<file path="config.mk">
export PLATFORM = sky130hd
export DESIGN_NAME = tilt_filter_pid_pwm_boosted_unit
export DESIGN_NICKNAME = d
export VERILOG_FILES = /design/src/tfp_pkg.sv /design/src/tilt_filter_pid_pwm_boosted_unit.sv /design/src/tfp_regs.sv /design/src/tfp_ctrl.sv /design/src/tfp_dpath.sv
export SDC_FILE = /design/constraint.sdc
export NUM_CORES = 2
export LEC_CHECK = 0
export BUFFER_PORTS_ARGS = -buffer_cell sky130_fd_sc_hd__clkbuf_2
export CAP_MARGIN = 20
export CORE_ASPECT_RATIO = 0.8
export CORE_UTILIZATION = 35
export CTS_BUF_LIST = sky130_fd_sc_hd__clkbuf_8
export CTS_CLUSTER_SIZE = 40
export DETAILED_ROUTE_END_ITERATION = 16
export PLACE_DENSITY = 0.48
export SLEW_MARGIN = 5
export SYNTH_ARGS = -nofsm -noshare
export SYNTH_HDL_FRONTEND = slang
export SYNTH_SLANG_ARGS = --single-unit
</file>
<file path="constraint.sdc">
create_clock -name clk -period 15.5 [get_ports clk]
set_clock_uncertainty 0.1 [all_clocks]
set_input_delay 3.1 -clock clk [delete_from_list [all_inputs] [get_ports clk]]
set_output_delay 3.1 -clock clk [all_outputs]
set_load 0.01 [all_outputs]
</file>
<file path="src/tfp_pkg.sv">
// ----------------------------------------------------------------------------
// tfp_pkg
// Types and constants shared by the tilt filter / drive law / PWM block.
// ----------------------------------------------------------------------------
package tfp_pkg;

  localparam int TiltW = 40;
  localparam int DiffW = 41;
  localparam int AccW  = 60;
  localparam int MulAW = 17;
  localparam int MulBW = 25;
  localparam int ProdW = MulAW + MulBW;
  localparam int LoW   = 24;
  localparam int DrvW  = 13;

  // Q0.16 filter constants
  localparam logic signed [MulAW-1:0] FiltKeep  = 17'sd64881;
  localparam logic signed [MulBW-1:0] GyroStep  = 25'sd1638;
  localparam logic signed [MulBW-1:0] AccelMixN = -25'sd9175;
  localparam logic signed [AccW-1:0]  RoundHalf = 60'sd32768;

  localparam logic signed [TiltW-1:0] TiltMax = {1'b0, {(TiltW-1){1'b1}}};
  localparam logic signed [TiltW-1:0] TiltMin = {1'b1, {(TiltW-1){1'b0}}};

  typedef enum logic [2:0] {
    REG_GAIN_PROP   = 3'd0,
    REG_GAIN_DERIV  = 3'd1,
    REG_GAIN_SPEED  = 3'd2,
    REG_GAIN_BOOST  = 3'd3,
    REG_BOOST_THR   = 3'd4,
    REG_DRIVE_LIMIT = 3'd5,
    REG_DEADBAND    = 3'd6,
    REG_TILT_OFFSET = 3'd7
  } reg_idx_t;

  typedef struct packed {
    logic signed [15:0] gain_prop;
    logic signed [15:0] gain_deriv;
    logic signed [15:0] gain_speed;
    logic signed [15:0] gain_boost;
    logic [14:0]        boost_threshold;
    logic [11:0]        drive_limit;
    logic [11:0]        deadband_offset;
    logic signed [15:0] tilt_offset;
  } cfg_t;

  typedef enum logic [3:0] {
    OP_NONE,
    OP_FILT_S,
    OP_FILT_LO,
    OP_FILT_HI,
    OP_MIX,
    OP_SAT,
    OP_DERIV,
    OP_WHEEL,
    OP_PROP_LO,
    OP_PROP_HI,
    OP_BOOST_LO,
    OP_BOOST_HI,
    OP_TRUNC,
    OP_EMIT
  } op_t;

  typedef enum logic [3:0] {
    ST_IDLE,
    ST_FILT_S,
    ST_FILT_LO,
    ST_FILT_HI,
    ST_MIX,
    ST_SAT,
    ST_DERIV,
    ST_WHEEL,
    ST_PROP_LO,
    ST_PROP_HI,
    ST_BOOST_LO,
    ST_BOOST_HI,
    ST_TRUNC,
    ST_EMIT
  } state_t;

  typedef struct packed {
    logic load_in;
    op_t  op;
  } cmd_t;

  typedef struct packed {
    logic slot_free;
  } status_t;

endpackage

</file>
<file path="src/tilt_filter_pid_pwm_boosted_unit.sv">
// ----------------------------------------------------------------------------
// tilt_filter_pid_pwm_boosted_unit
// Complementary tilt filter, boosted PD drive law and sign-magnitude PWM out.
// ----------------------------------------------------------------------------
//  channel | direction | handshake          | payload
//  in_     | slave     | in_tvalid/tready   | accel_tilt, gyro_rate, wheel_speed
//  out_    | master    | out_tvalid/tready  | duty, reverse
//  cfg_    | slave     | cfg_valid/ready    | cfg_index, cfg_data
//
//  Per item: an idle/accept state, twelve datapath steps around the shared
//  17x25 multiply-accumulate (filter, mix, saturate, drive terms,
//  truncate/clamp) and an emit state that loads the output register.
//  A held result stalls the final load, and no new item is accepted until it goes.
//  rst_n (synchronous) clears tilt state, sequencer and output valid; loads cfg defaults.
// ----------------------------------------------------------------------------
module tilt_filter_pid_pwm_boosted_unit (
  input  logic        clk,
  input  logic        rst_n,
  input  logic        in_tvalid,
  output logic        in_tready,
  input  logic [47:0] in_tdata,   // accel_tilt[15:0], gyro_rate[31:16], wheel_speed[47:32]
  output logic        out_tvalid,
  input  logic        out_tready,
  output logic [15:0] out_tdata,  // duty[12:0], reverse[13], zero[15:14]
  input  logic        cfg_valid,
  output logic        cfg_ready,
  input  logic [2:0]  cfg_index,
  input  logic [15:0] cfg_data
);

  tfp_pkg::cfg_t    cfg;
  tfp_pkg::cmd_t    cmd;
  tfp_pkg::status_t status;

  tfp_regs u_regs (
    .clk       (clk),
    .rst_n     (rst_n),
    .cfg_valid (cfg_valid),
    .cfg_ready (cfg_ready),
    .cfg_index (cfg_index),
    .cfg_data  (cfg_data),
    .cfg       (cfg)
  );

  tfp_ctrl u_ctrl (
    .clk       (clk),
    .rst_n     (rst_n),
    .in_tvalid (in_tvalid),
    .in_tready (in_tready),
    .status    (status),
    .cmd       (cmd)
  );

  tfp_dpath u_dpath (
    .clk        (clk),
    .rst_n      (rst_n),
    .cmd        (cmd),
    .status     (status),
    .cfg        (cfg),
    .in_data    (in_tdata),
    .out_tvalid (out_tvalid),
    .out_tready (out_tready),
    .out_data   (out_tdata)
  );

endmodule

</file>
<file path="src/tfp_regs.sv">
// ----------------------------------------------------------------------------
// tfp_regs
// Configuration register bank with write channel.
// ----------------------------------------------------------------------------
module tfp_regs (
  input  logic             clk,
  input  logic             rst_n,
  input  logic             cfg_valid,
  output logic             cfg_ready,
  input  logic [2:0]       cfg_index,
  input  logic [15:0]      cfg_data,
  output tfp_pkg::cfg_t    cfg
);

  tfp_pkg::cfg_t cfg_r;
  tfp_pkg::cfg_t cfg_nxt;

  assign cfg_ready = 1'b1;
  assign cfg       = cfg_r;

  always_comb begin
    cfg_nxt = cfg_r;
    if (cfg_valid) begin
      unique case (tfp_pkg::reg_idx_t'(cfg_index))
        tfp_pkg::REG_GAIN_PROP:   cfg_nxt.gain_prop       = cfg_data;
        tfp_pkg::REG_GAIN_DERIV:  cfg_nxt.gain_deriv      = cfg_data;
        tfp_pkg::REG_GAIN_SPEED:  cfg_nxt.gain_speed      = cfg_data;
        tfp_pkg::REG_GAIN_BOOST:  cfg_nxt.gain_boost      = cfg_data;
        tfp_pkg::REG_BOOST_THR:   cfg_nxt.boost_threshold = cfg_data[14:0];
        tfp_pkg::REG_DRIVE_LIMIT: cfg_nxt.drive_limit     = cfg_data[11:0];
        tfp_pkg::REG_DEADBAND:    cfg_nxt.deadband_offset = cfg_data[11:0];
        tfp_pkg::REG_TILT_OFFSET: cfg_nxt.tilt_offset     = cfg_data;
        default:                  cfg_nxt = cfg_r;
      endcase
    end
  end

  always_ff @(posedge clk) begin
    if (!rst_n) begin
      cfg_r.gain_prop       <= 16'sd218;
      cfg_r.gain_deriv      <= 16'sd87;
      cfg_r.gain_speed      <= -16'sd2816;
      cfg_r.gain_boost      <= 16'sd461;
      cfg_r.boost_threshold <= 15'd250;
      cfg_r.drive_limit     <= 12'd2900;
      cfg_r.deadband_offset <= 12'd700;
      cfg_r.tilt_offset     <= 16'sd0;
    end else begin
      cfg_r <= cfg_nxt;
    end
  end

endmodule

</file>
<file path="src/tfp_ctrl.sv">
// ----------------------------------------------------------------------------
// tfp_ctrl
// Sequencer: steps the shared multiply-accumulate through one sample.
// ----------------------------------------------------------------------------
module tfp_ctrl (
  input  logic              clk,
  input  logic              rst_n,
  input  logic              in_tvalid,
  output logic              in_tready,
  input  tfp_pkg::status_t  status,
  output tfp_pkg::cmd_t     cmd
);

  tfp_pkg::state_t state_r;
  tfp_pkg::state_t state_nxt;

  always_comb begin
    state_nxt = state_r;
    unique case (state_r)
      tfp_pkg::ST_IDLE:     if (in_tvalid) state_nxt = tfp_pkg::ST_FILT_S;
      tfp_pkg::ST_FILT_S:   state_nxt = tfp_pkg::ST_FILT_LO;
      tfp_pkg::ST_FILT_LO:  state_nxt = tfp_pkg::ST_FILT_HI;
      tfp_pkg::ST_FILT_HI:  state_nxt = tfp_pkg::ST_MIX;
      tfp_pkg::ST_MIX:      state_nxt = tfp_pkg::ST_SAT;
      tfp_pkg::ST_SAT:      state_nxt = tfp_pkg::ST_DERIV;
      tfp_pkg::ST_DERIV:    state_nxt = tfp_pkg::ST_WHEEL;
      tfp_pkg::ST_WHEEL:    state_nxt = tfp_pkg::ST_PROP_LO;
      tfp_pkg::ST_PROP_LO:  state_nxt = tfp_pkg::ST_PROP_HI;
      tfp_pkg::ST_PROP_HI:  state_nxt = tfp_pkg::ST_BOOST_LO;
      tfp_pkg::ST_BOOST_LO: state_nxt = tfp_pkg::ST_BOOST_HI;
      tfp_pkg::ST_BOOST_HI: state_nxt = tfp_pkg::ST_TRUNC;
      tfp_pkg::ST_TRUNC:    state_nxt = tfp_pkg::ST_EMIT;
      tfp_pkg::ST_EMIT:     if (status.slot_free) state_nxt = tfp_pkg::ST_IDLE;
      default:              state_nxt = tfp_pkg::ST_IDLE;
    endcase
  end

  always_comb begin
    in_tready   = 1'b0;
    cmd.load_in = 1'b0;
    cmd.op      = tfp_pkg::OP_NONE;
    unique case (state_r)
      tfp_pkg::ST_IDLE: begin
        in_tready   = 1'b1;
        cmd.load_in = in_tvalid;
      end
      tfp_pkg::ST_FILT_S:   cmd.op = tfp_pkg::OP_FILT_S;
      tfp_pkg::ST_FILT_LO:  cmd.op = tfp_pkg::OP_FILT_LO;
      tfp_pkg::ST_FILT_HI:  cmd.op = tfp_pkg::OP_FILT_HI;
      tfp_pkg::ST_MIX:      cmd.op = tfp_pkg::OP_MIX;
      tfp_pkg::ST_SAT:      cmd.op = tfp_pkg::OP_SAT;
      tfp_pkg::ST_DERIV:    cmd.op = tfp_pkg::OP_DERIV;
      tfp_pkg::ST_WHEEL:    cmd.op = tfp_pkg::OP_WHEEL;
      tfp_pkg::ST_PROP_LO:  cmd.op = tfp_pkg::OP_PROP_LO;
      tfp_pkg::ST_PROP_HI:  cmd.op = tfp_pkg::OP_PROP_HI;
      tfp_pkg::ST_BOOST_LO: cmd.op = tfp_pkg::OP_BOOST_LO;
      tfp_pkg::ST_BOOST_HI: cmd.op = tfp_pkg::OP_BOOST_HI;
      tfp_pkg::ST_TRUNC:    cmd.op = tfp_pkg::OP_TRUNC;
      tfp_pkg::ST_EMIT: begin
        if (status.slot_free) cmd.op = tfp_pkg::OP_EMIT;
      end
      default: cmd.op = tfp_pkg::OP_NONE;
    endcase
  end

  always_ff @(posedge clk) begin
    if (!rst_n) begin
      state_r <= tfp_pkg::ST_IDLE;
    end else begin
      state_r <= state_nxt;
    end
  end

endmodule

</file>
<file path="src/tfp_dpath.sv">
// ----------------------------------------------------------------------------
// tfp_dpath
// Datapath: sample registers, filter state, shared 17x25 multiply-accumulate,
// truncate/clamp and the output register.
// ----------------------------------------------------------------------------
module tfp_dpath (
  input  logic              clk,
  input  logic              rst_n,
  input  tfp_pkg::cmd_t     cmd,
  output tfp_pkg::status_t  status,
  input  tfp_pkg::cfg_t     cfg,
  input  logic [47:0]       in_data,
  output logic              out_tvalid,
  input  logic              out_tready,
  output logic [15:0]       out_data
);

  logic signed [15:0]                accel_r, gyro_r, wheel_r;
  logic signed [tfp_pkg::TiltW-1:0]  tilt_r, tilt_nxt;
  logic signed [16:0]                s_hi_r, s_hi_nxt;
  logic signed [tfp_pkg::DiffW-1:0]  err_r, err_nxt;
  logic signed [tfp_pkg::DiffW-1:0]  bst_r, bst_nxt;
  logic signed [tfp_pkg::AccW-1:0]   acc_r, acc_nxt;
  logic signed [tfp_pkg::DrvW-1:0]   drv_r, drv_nxt;
  logic [12:0]                       duty_r, duty_nxt;
  logic                              rev_r, rev_nxt;
  logic                              out_valid_r, out_valid_nxt;

  logic signed [tfp_pkg::MulAW-1:0]  mul_a;
  logic signed [tfp_pkg::MulBW-1:0]  mul_b;
  logic signed [tfp_pkg::ProdW-1:0]  prod;
  logic signed [tfp_pkg::AccW-1:0]   prod_ext;
  logic signed [tfp_pkg::AccW-1:0]   addend;
  logic signed [tfp_pkg::AccW-1:0]   base;
  logic                              acc_en;
  logic [1:0]                        sh_sel;

  logic signed [tfp_pkg::DiffW-1:0]  tilt_ext, thr;
  logic signed [tfp_pkg::AccW-1:0]   rnd;
  logic signed [35:0]                quo, lim;
  logic [11:0]                       mag;

  assign prod     = mul_a * mul_b;
  assign prod_ext = tfp_pkg::AccW'(prod);

  always_comb begin
    case (sh_sel)
      2'd1:    addend = prod_ext <<< 16;
      2'd2:    addend = prod_ext <<< 24;
      default: addend = prod_ext;
    endcase
  end

  assign tilt_ext = tfp_pkg::DiffW'(tilt_r);
  assign thr      = signed'({10'b0, cfg.boost_threshold, 16'b0});
  assign rnd      = acc_r + tfp_pkg::AccW'({24{acc_r[tfp_pkg::AccW-1]}});
  assign quo      = 36'(rnd >>> 24);
  assign lim      = signed'({24'b0, cfg.drive_limit});
  assign mag      = drv_r[tfp_pkg::DrvW-1] ? 12'(-drv_r) : 12'(drv_r);

  always_comb begin
    mul_a    = '0;
    mul_b    = '0;
    base     = acc_r;
    sh_sel   = 2'd0;
    acc_en   = 1'b0;
    tilt_nxt = tilt_r;
    s_hi_nxt = s_hi_r;
    err_nxt  = err_r;
    bst_nxt  = bst_r;
    drv_nxt  = drv_r;
    duty_nxt = duty_r;
    rev_nxt  = rev_r;
    unique case (cmd.op)
      tfp_pkg::OP_FILT_S: begin
        mul_a  = 17'(gyro_r);
        mul_b  = tfp_pkg::GyroStep;
        base   = tfp_pkg::AccW'(tilt_r);
        acc_en = 1'b1;
      end
      tfp_pkg::OP_FILT_LO: begin
        mul_a    = tfp_pkg::FiltKeep;
        mul_b    = signed'({1'b0, acc_r[tfp_pkg::LoW-1:0]});
        base     = tfp_pkg::RoundHalf;
        s_hi_nxt = acc_r[40:24];
        acc_en   = 1'b1;
      end
      tfp_pkg::OP_FILT_HI: begin
        mul_a  = tfp_pkg::FiltKeep;
        mul_b  = 25'(s_hi_r);
        sh_sel = 2'd2;
        acc_en = 1'b1;
      end
      tfp_pkg::OP_MIX: begin
        mul_a  = 17'(accel_r);
        mul_b  = tfp_pkg::AccelMixN;
        base   = acc_r >>> 16;
        acc_en = 1'b1;
      end
      tfp_pkg::OP_SAT: begin
        if ((&acc_r[59:39]) || !(|acc_r[59:39])) begin
          tilt_nxt = acc_r[39:0];
        end else if (acc_r[59]) begin
          tilt_nxt = tfp_pkg::TiltMin;
        end else begin
          tilt_nxt = tfp_pkg::TiltMax;
        end
      end
      tfp_pkg::OP_DERIV: begin
        mul_a   = 17'(cfg.gain_deriv);
        mul_b   = 25'(gyro_r);
        base    = '0;
        sh_sel  = 2'd1;
        acc_en  = 1'b1;
        err_nxt = tilt_ext - (tfp_pkg::DiffW'(cfg.tilt_offset) <<< 16);
        if (tilt_ext > thr) begin
          bst_nxt = tilt_ext - thr;
        end else if (tilt_ext < -thr) begin
          bst_nxt = tilt_ext + thr;
        end else begin
          bst_nxt = '0;
        end
      end
      tfp_pkg::OP_WHEEL: begin
        mul_a  = 17'(cfg.gain_speed);
        mul_b  = 25'(wheel_r);
        sh_sel = 2'd1;
        acc_en = 1'b1;
      end
      tfp_pkg::OP_PROP_LO: begin
        mul_a  = 17'(cfg.gain_prop);
        mul_b  = signed'({1'b0, err_r[tfp_pkg::LoW-1:0]});
        acc_en = 1'b1;
      end
      tfp_pkg::OP_PROP_HI: begin
        mul_a  = 17'(cfg.gain_prop);
        mul_b  = 25'($signed(err_r[40:24]));
        sh_sel = 2'd2;
        acc_en = 1'b1;
      end
      tfp_pkg::OP_BOOST_LO: begin
        mul_a  = 17'(cfg.gain_boost);
        mul_b  = signed'({1'b0, bst_r[tfp_pkg::LoW-1:0]});
        acc_en = 1'b1;
      end
      tfp_pkg::OP_BOOST_HI: begin
        mul_a  = 17'(cfg.gain_boost);
        mul_b  = 25'($signed(bst_r[40:24]));
        sh_sel = 2'd2;
        acc_en = 1'b1;
      end
      tfp_pkg::OP_TRUNC: begin
        if (quo > lim) begin
          drv_nxt = 13'(lim);
        end else if (quo < -lim) begin
          drv_nxt = 13'(-lim);
        end else begin
          drv_nxt = 13'(quo);
        end
      end
      tfp_pkg::OP_EMIT: begin
        duty_nxt = {1'b0, mag} + {1'b0, cfg.deadband_offset};
        rev_nxt  = drv_r[tfp_pkg::DrvW-1];
      end
      default: begin
        acc_en = 1'b0;
      end
    endcase
    acc_nxt = acc_en ? (base + addend) : acc_r;
  end

  always_comb begin
    out_valid_nxt = out_valid_r;
    if (out_valid_r && out_tready) out_valid_nxt = 1'b0;
    if (cmd.op == tfp_pkg::OP_EMIT) out_valid_nxt = 1'b1;
  end

  assign status.slot_free = !out_valid_r || out_tready;
  assign out_tvalid       = out_valid_r;
  assign out_data         = {2'b0, rev_r, duty_r};

  always_ff @(posedge clk) begin
    if (!rst_n) begin
      tilt_r      <= '0;
      out_valid_r <= 1'b0;
    end else begin
      tilt_r      <= tilt_nxt;
      out_valid_r <= out_valid_nxt;
    end
  end

  always_ff @(posedge clk) begin
    if (cmd.load_in) begin
      accel_r <= in_data[15:0];
      gyro_r  <= in_data[31:16];
      wheel_r <= in_data[47:32];
    end
    s_hi_r <= s_hi_nxt;
    err_r  <= err_nxt;
    bst_r  <= bst_nxt;
    acc_r  <= acc_nxt;
    drv_r  <= drv_nxt;
    duty_r <= duty_nxt;
    rev_r  <= rev_nxt;
  end

endmodule

</file>
; Word level (Yosys, flattened, before mapping)
; Index checks and enable logic that the tools add are counted.
[totals]
reg_bits = 398
in_bits = 72
output_inout_bits = 19
wordCells = 120
[classes]
addsub = 9
multipliers = 1
n_lt_le_gt_ge = 4
eq_ne = 37
mux = 22
n_reduce_logical = 25
[op_table]
columns = op, count
row1 = one-hot mux 25 bit (10 select lines), 1
row2 = one-hot mux 60 bit (4 select lines), 1
row3 = one-hot mux 60 bit (2 select lines), 1
row4 = one-hot mux 17 bit (7 select lines), 1
row5 = 2-to-1 mux 41 bit, 2
row6 = subtractor 40 x 32 -> 41 bit, 2
row7 = 2-to-1 mux 40 bit, 2
row8 = adder 60 x 24 -> 60 bit, 1
row9 = adder 60 bit, 1
row10 = one-hot mux 4 bit (14 select lines), 1
row11 = one-hot mux 4 bit (13 select lines), 1
row12 = "equality test 4 bit, second input constant", 12
row13 = multiplier 17 x 25 -> 42 bit, 1
row14 = adder 40 x 32 -> 41 bit, 1
row15 = < comparator 40 x 41 -> 1 bit, 1
row16 = negation 31 -> 41 bit, 1
row17 = > comparator 40 x 32 -> 1 bit, 1
row18 = > comparator 36 x 13 -> 1 bit, 1
row19 = < comparator 36 bit, 1
row20 = negation 12 -> 36 bit, 1
row21 = "equality test 4 x 3 -> 1 bit, second input constant", 8
row22 = 2-to-1 mux 12 bit, 2
row23 = AND reduction 21 bit, 1
row24 = OR reduction 21 bit, 1
row25 = other kinds (24), 52

; Logic depth before layout (Yosys ltp)
[logic_depth]
depth_word = 10
depth_mapped = 53
ltp_nobuf = 47

; Modules after synthesis
; A second synthesis with hierarchy kept.
[unflattened]
hier_cells = 4805
area_unflattened_um2 = 42938.7
[by_module_without_submodules]
columns = mod, instances, cells_each, area_per_inst_um2, seq_area_each_um2
row1 = tfp_dpath, 1, 4332, 38079.0, 7847.5
row2 = tfp_regs, 1, 434, 4561.9, 2382.3
row3 = tfp_ctrl, 1, 39, 297.8, 80.1

; Worst setup path after synthesis
; OpenSTA, ideal clock, no wires.
[synth_timing]
path_kind = register to register
startpoint = register u_ctrl.state_r[2]
endpoint = register u_dpath.acc_r[56] (netlist bit) (data pin)
setup_time_ns = 0.265
arrival_time_ns = 13.484
t_required_ns = 15.135
slack_ns = 1.650
path_stages_with_launch = 50
n_path_buf = 7
synth_period_minus_slack_ns = 13.850
cell_sequence = dfxtp_1 -> clkbuf_1 -> nand2_1 -> nor3_1 -> clkbuf_1 -> clkbuf_1 -> a222oi_1 -> nand2_1 -> clkbuf_1 -> nand2_1 -> fa_1 -> inv_1 -> fa_1 -> fa_1 -> fa_1 -> fa_1 -> inv_1 -> fa_1 -> [14 not listed] -> clkbuf_2 -> buf_4 -> nor2_1 -> ha_1 -> clkbuf_1 -> a21o_1 -> a21o_1 -> a21o_1 -> a21o_1 -> a21o_1 -> a21o_1 -> a21oi_1 -> o2111ai_1 -> a31oi_1 -> nor2b_1 -> o21ai_2 -> nor3b_1 -> or3_1
[synth_via]
elab_chain_cells = 8
word_cells_on_any_way = 38
classes_between = add/sub: 1 / mul: 1 / eq/ne: 25 / mux: 6 / reduce/logical: 5
[synth_lines]
columns = element, line
row1 = "start, declared", tfp_ctrl.sv:14  ; tfp_pkg::state_t state_r;
row2 = "start signal, assigned", tfp_ctrl.sv:68  ; state_r <= tfp_pkg::ST_IDLE;
row3 = "start signal, assigned", tfp_ctrl.sv:70  ; state_r <= state_nxt;
row4 = "equality test 4 bit, or another cell as far along", tfp_ctrl.sv:42  ; unique case (state_r)
row5 = one-hot mux 4 bit (13 select lines) *, tfp_ctrl.sv:42
row6 = "equality test 4 bit, or another cell as far along", tfp_dpath.sv:74  ; unique case (cmd.op)
row7 = OR reduction 2 bit (no source line) / OR reduction 3 bit (equally long branches), n/a
row8 = one-hot mux 17 bit (7 select lines) / one-hot mux 2 bit (2 select lines) (equally long branches), tfp_dpath.sv:74
row9 = "multiplier 17 x 25 -> 42 bit, or another cell as far along", tfp_dpath.sv:43  ; assign prod = mul_a * mul_b;
row10 = one-hot mux 60 bit (2 select lines), tfp_dpath.sv:47  ; case (sh_sel)
row11 = adder 60 bit *, tfp_dpath.sv:169  ; acc_nxt = acc_en ? (base + addend) : acc_r;
row12 = "end signal, assigned", tfp_dpath.sv:201  ; acc_r <= acc_nxt;
row13 = "end, declared", tfp_dpath.sv:23  ; logic signed [tfp_pkg::AccW-1:0] acc_r, acc_nxt;
; Mark *: on every way between the ends. The rest lies on a longest branch, timed or not.
; A chain may end at the register's enable or synchronous reset.

; Worst setup path in the final report
; Ends and elaborated chain as after synthesis.

==> flow_metrics.tcl <==
set metrics [dict create \
    final_hold_viol_count 0 \
    min_period_ns 13.35 \
    grt_pass1_wl_mm 232 \
    drt-total-wl_mm 157 \
    via_per_inst 5.54 \
    ys_types 95 \
    grt_busiest_layer "met1" \
    cts_max_level 3 \
    place.gp.congestion 0.947 \
    gr-usage-met3 0.0485 \
    grt_max_degree 117 \
    drive_gt1_frac 0.0699 \
    dieHeight_um 312 \
    cts-resized-gates 0 \
    synth_cells 4803 \
    final_util 0.384 \
    seqPwrFrac 0.251 \
    grtUsageMet2 0.369 \
    die_w_um 389 \
    p_leak_uw 0.0207 \
    synth-seq-cells 398 \
    post_cts.repair.setup_buffers 0 \
    cp-start-kind "register" \
    required_ns 15.88 \
    wire_per_inst_um 24.4 \
    period_share 0.861 \
    via_count 35500 \
    ant_nets 0 \
    drc 0 \
    synthArstFlopShare 0 \
    syn-cell-area_um2 41900 \
    synth_top_flop_cell "edfxtp_1" \
    coreArea_um2 119000 \
    clock.fmax_mhz 74.9 \
    cts-root-buf "clkbuf_8" \
    cts_num_sinks 398 \
    hpwl_mm 123 \
    synth_area_per_cell_um2 8.73 \
    setup_viol_count_final 0 \
    cts_max_path_buffers 3 \
    cpMostUsedCell "a21o_1" \
    clkTransAtPathRegs_ns 0.07 \
    critPathMaxFanout 116 \
    drt_iter0_markers 4137 \
    final_cell_mix "636 x nand2_1, 634 x inv_1, 452 x nor2_1" \
    portBuffers 87 \
    cts_hold_buf 0 \
    worstSetupPathType "register to register" \
    first_pass_iters 9 \
    grt_pass1_vias 33700 \
    initial_core_util 0.353 \
    powerDensity_nw_per_um2 146 \
    nFillCells 12100 \
    cp-end-kind "register" \
    synth_edf_count 234 \
    dieArea_um2 121000 \
    tns_ns 0 \
    dp_slack_ns 2.16 \
    io_pins 91 \
    vdd_ir_drop_max_uv 97.8 \
    layout_setup_ws_ns 2.15 \
    final_nets 5616 \
    drv_slew 0 \
    relSlewSlack 0.111 \
    p_int_uw 3390 \
    maxCapViolCount 0 \
    clock_power_share 0.164 \
    cts-buffers-inserted 71 \
    worst_pin_slew_ns 1.32 \
    yosysWarnings 0 \
    area_growth_pct 8.70 \
    status "finished clean" \
    antenna_found_initial 5 \
    cp_data_arrival_time_ns 13.73 \
    clk_latency_ns 0.74 \
    hp-class "register to register" \
    switching_share 0.491 \
    holdWs_ns 0.370 \
    cts_tree "yes" \
    track_usage 0.257 \
    final_common_cell "nand2_1" \
    rsz0062_at_grt "false" \
    p_sw_uw 3270 \
    slowest_delay_ns 0.93 \
    power.share.combinational 0.584 \
    std_cell_rows 113 \
    synth.yosys.seq_area_share 0.246 \
    crit_slowest_cell "a221oi_1" \
    grt_overflow_total 0 \
    gr-usage-met1 0.397 \
]
sequential cells by signal, indices dropped and copies added (netlist names), 17 cells and up:
| signal | count |
|---|---|
| u_regs.cfg | 119 |
| u_dpath.err_r | 41 |
| u_dpath.tilt_r | 40 |
| u_dpath.acc_r | 60 |
| u_dpath.s_hi_r | 17 |
| u_dpath.bst_r | 41 |
cells in the mapped netlist (all sizes together) (6+ instances only):
master,number,area [um2]
a211o,6,52.6
a211oi,25,188
a21boi,87,653
a21o,96,721
a21oi,252,1270
a221o,8,80.1
a221oi,31,272
a222oi,66,661
a22o,9,78.8
a22oi,58,435
a31oi,21,131
and2,53,332
and3,41,257
and4,12,105
buf,30,175
clkbuf,217,821
dfxtp,164,3280
edfxtp,234,7030
fa,421,8430
ha,327,4090
inv,614,2300
mux2,8,93.8
nand2,636,2390
nand2b,44,275
nand3,106,531
nand4,49,307
nor2,458,1720
nor2b,44,275
nor3,55,285
nor4,26,169
o211ai,22,170
o21a,49,368
o21ai,168,848
o21bai,33,248
o22a,10,87.6
o31ai,15,118
o41ai,9,86.3
or2,14,87.6
or3,18,113
or4,7,52.6
xnor2,135,1180
xor2,52,455
cell families after synthesis:
group | count (synthesis) | share of synthesized area
multiplexers | 10 | 0.00272
other | 2 | 0.000179
XOR/XNOR | 187 | 0.0391
flip-flops | 398 | 0.246
buffers and inverters | 861 | 0.0787
AO/OA/AOI/OAI | 1019 | 0.167
AND/OR/NAND/NOR | 1578 | 0.167
adder cells (fa/ha/maj) | 748 | 0.299
cell type report:
| cell class | count | area (um2) | share of cell area |
|---|---|---|---|
| well taps | 1552 | 1940 | 0.0426 |
| clock inverters | 45 | 363 | 0.00796 |
| clock buffers | 84 | 1160 | 0.0254 |
| inverters | 614 | 2300 | 0.0506 |
| flip-flops and latches | 398 | 10300 | 0.226 |
| repair buffers | 166 | 1060 | 0.0232 |
| multi-input cells | 3545 | 28400 | 0.624 |
| diodes | 5 | 12.5 | 0.000275 |
critical path: cells and delay by family (launching register included):
family | cells | cell delay, ns
AOI/OAI and AO/OA | 18 | 4.11
and+or+nand+nor | 13 | 3.97
adders and majority gates | 8 | 3.55
buffers and inverters | 6 | 0.57
DFF | 1 | 0.54
xor gates and xnor gates | 1 | 0.22
power by group through the flow:
| stage | clock, uW | sequential [uW] | combinational (uW) |
|---|---|---|---|
| after floorplan | 0 | 1480 | 2730 |
| after global placement | 0 | 1680 | 3820 |
| after detailed placement | 0 | 1680 | 3810 |
| after CTS | 1110 | 1660 | 3850 |
| after global routing | 1150 | 1680 | 4320 |
| final | 1090 | 1670 | 3890 |
stage by stage:
| step | total power [uW] | instance area [um2] | std cells |
|---|---|---|---|
| after floorplan | 4220 | 41900 | 4804 |
| after global placement | 5500 | 44000 | 6269 |
| after detailed placement | 5490 | 44000 | 6271 |
| after CTS | 6620 | 45500 | 6400 |
| after global routing | 7150 | 45600 | 6404 |
| final | 6660 | 45600 | 6409 |
path summary, 6_finish.rpt:
check                    start                 to  slack [ns]  depth (start not counted)
max          u_ctrl.state_r[2]  u_dpath.acc_r[56]        2.15                         46
min            u_regs.cfg[117]    u_regs.cfg[117]        0.37                          2
max reg2reg  u_ctrl.state_r[2]  u_dpath.acc_r[56]        2.15                         46
min reg2reg    u_regs.cfg[117]    u_regs.cfg[117]        0.37                          2
layer usage:
metal,wire length [um],up-vias
met3,13000,166
met1,75100,17700
li1,-,16300
met4,3130,2
met2,65300,1377
met5,7,-
No activity file was read; power rests on OpenSTA's default activity.
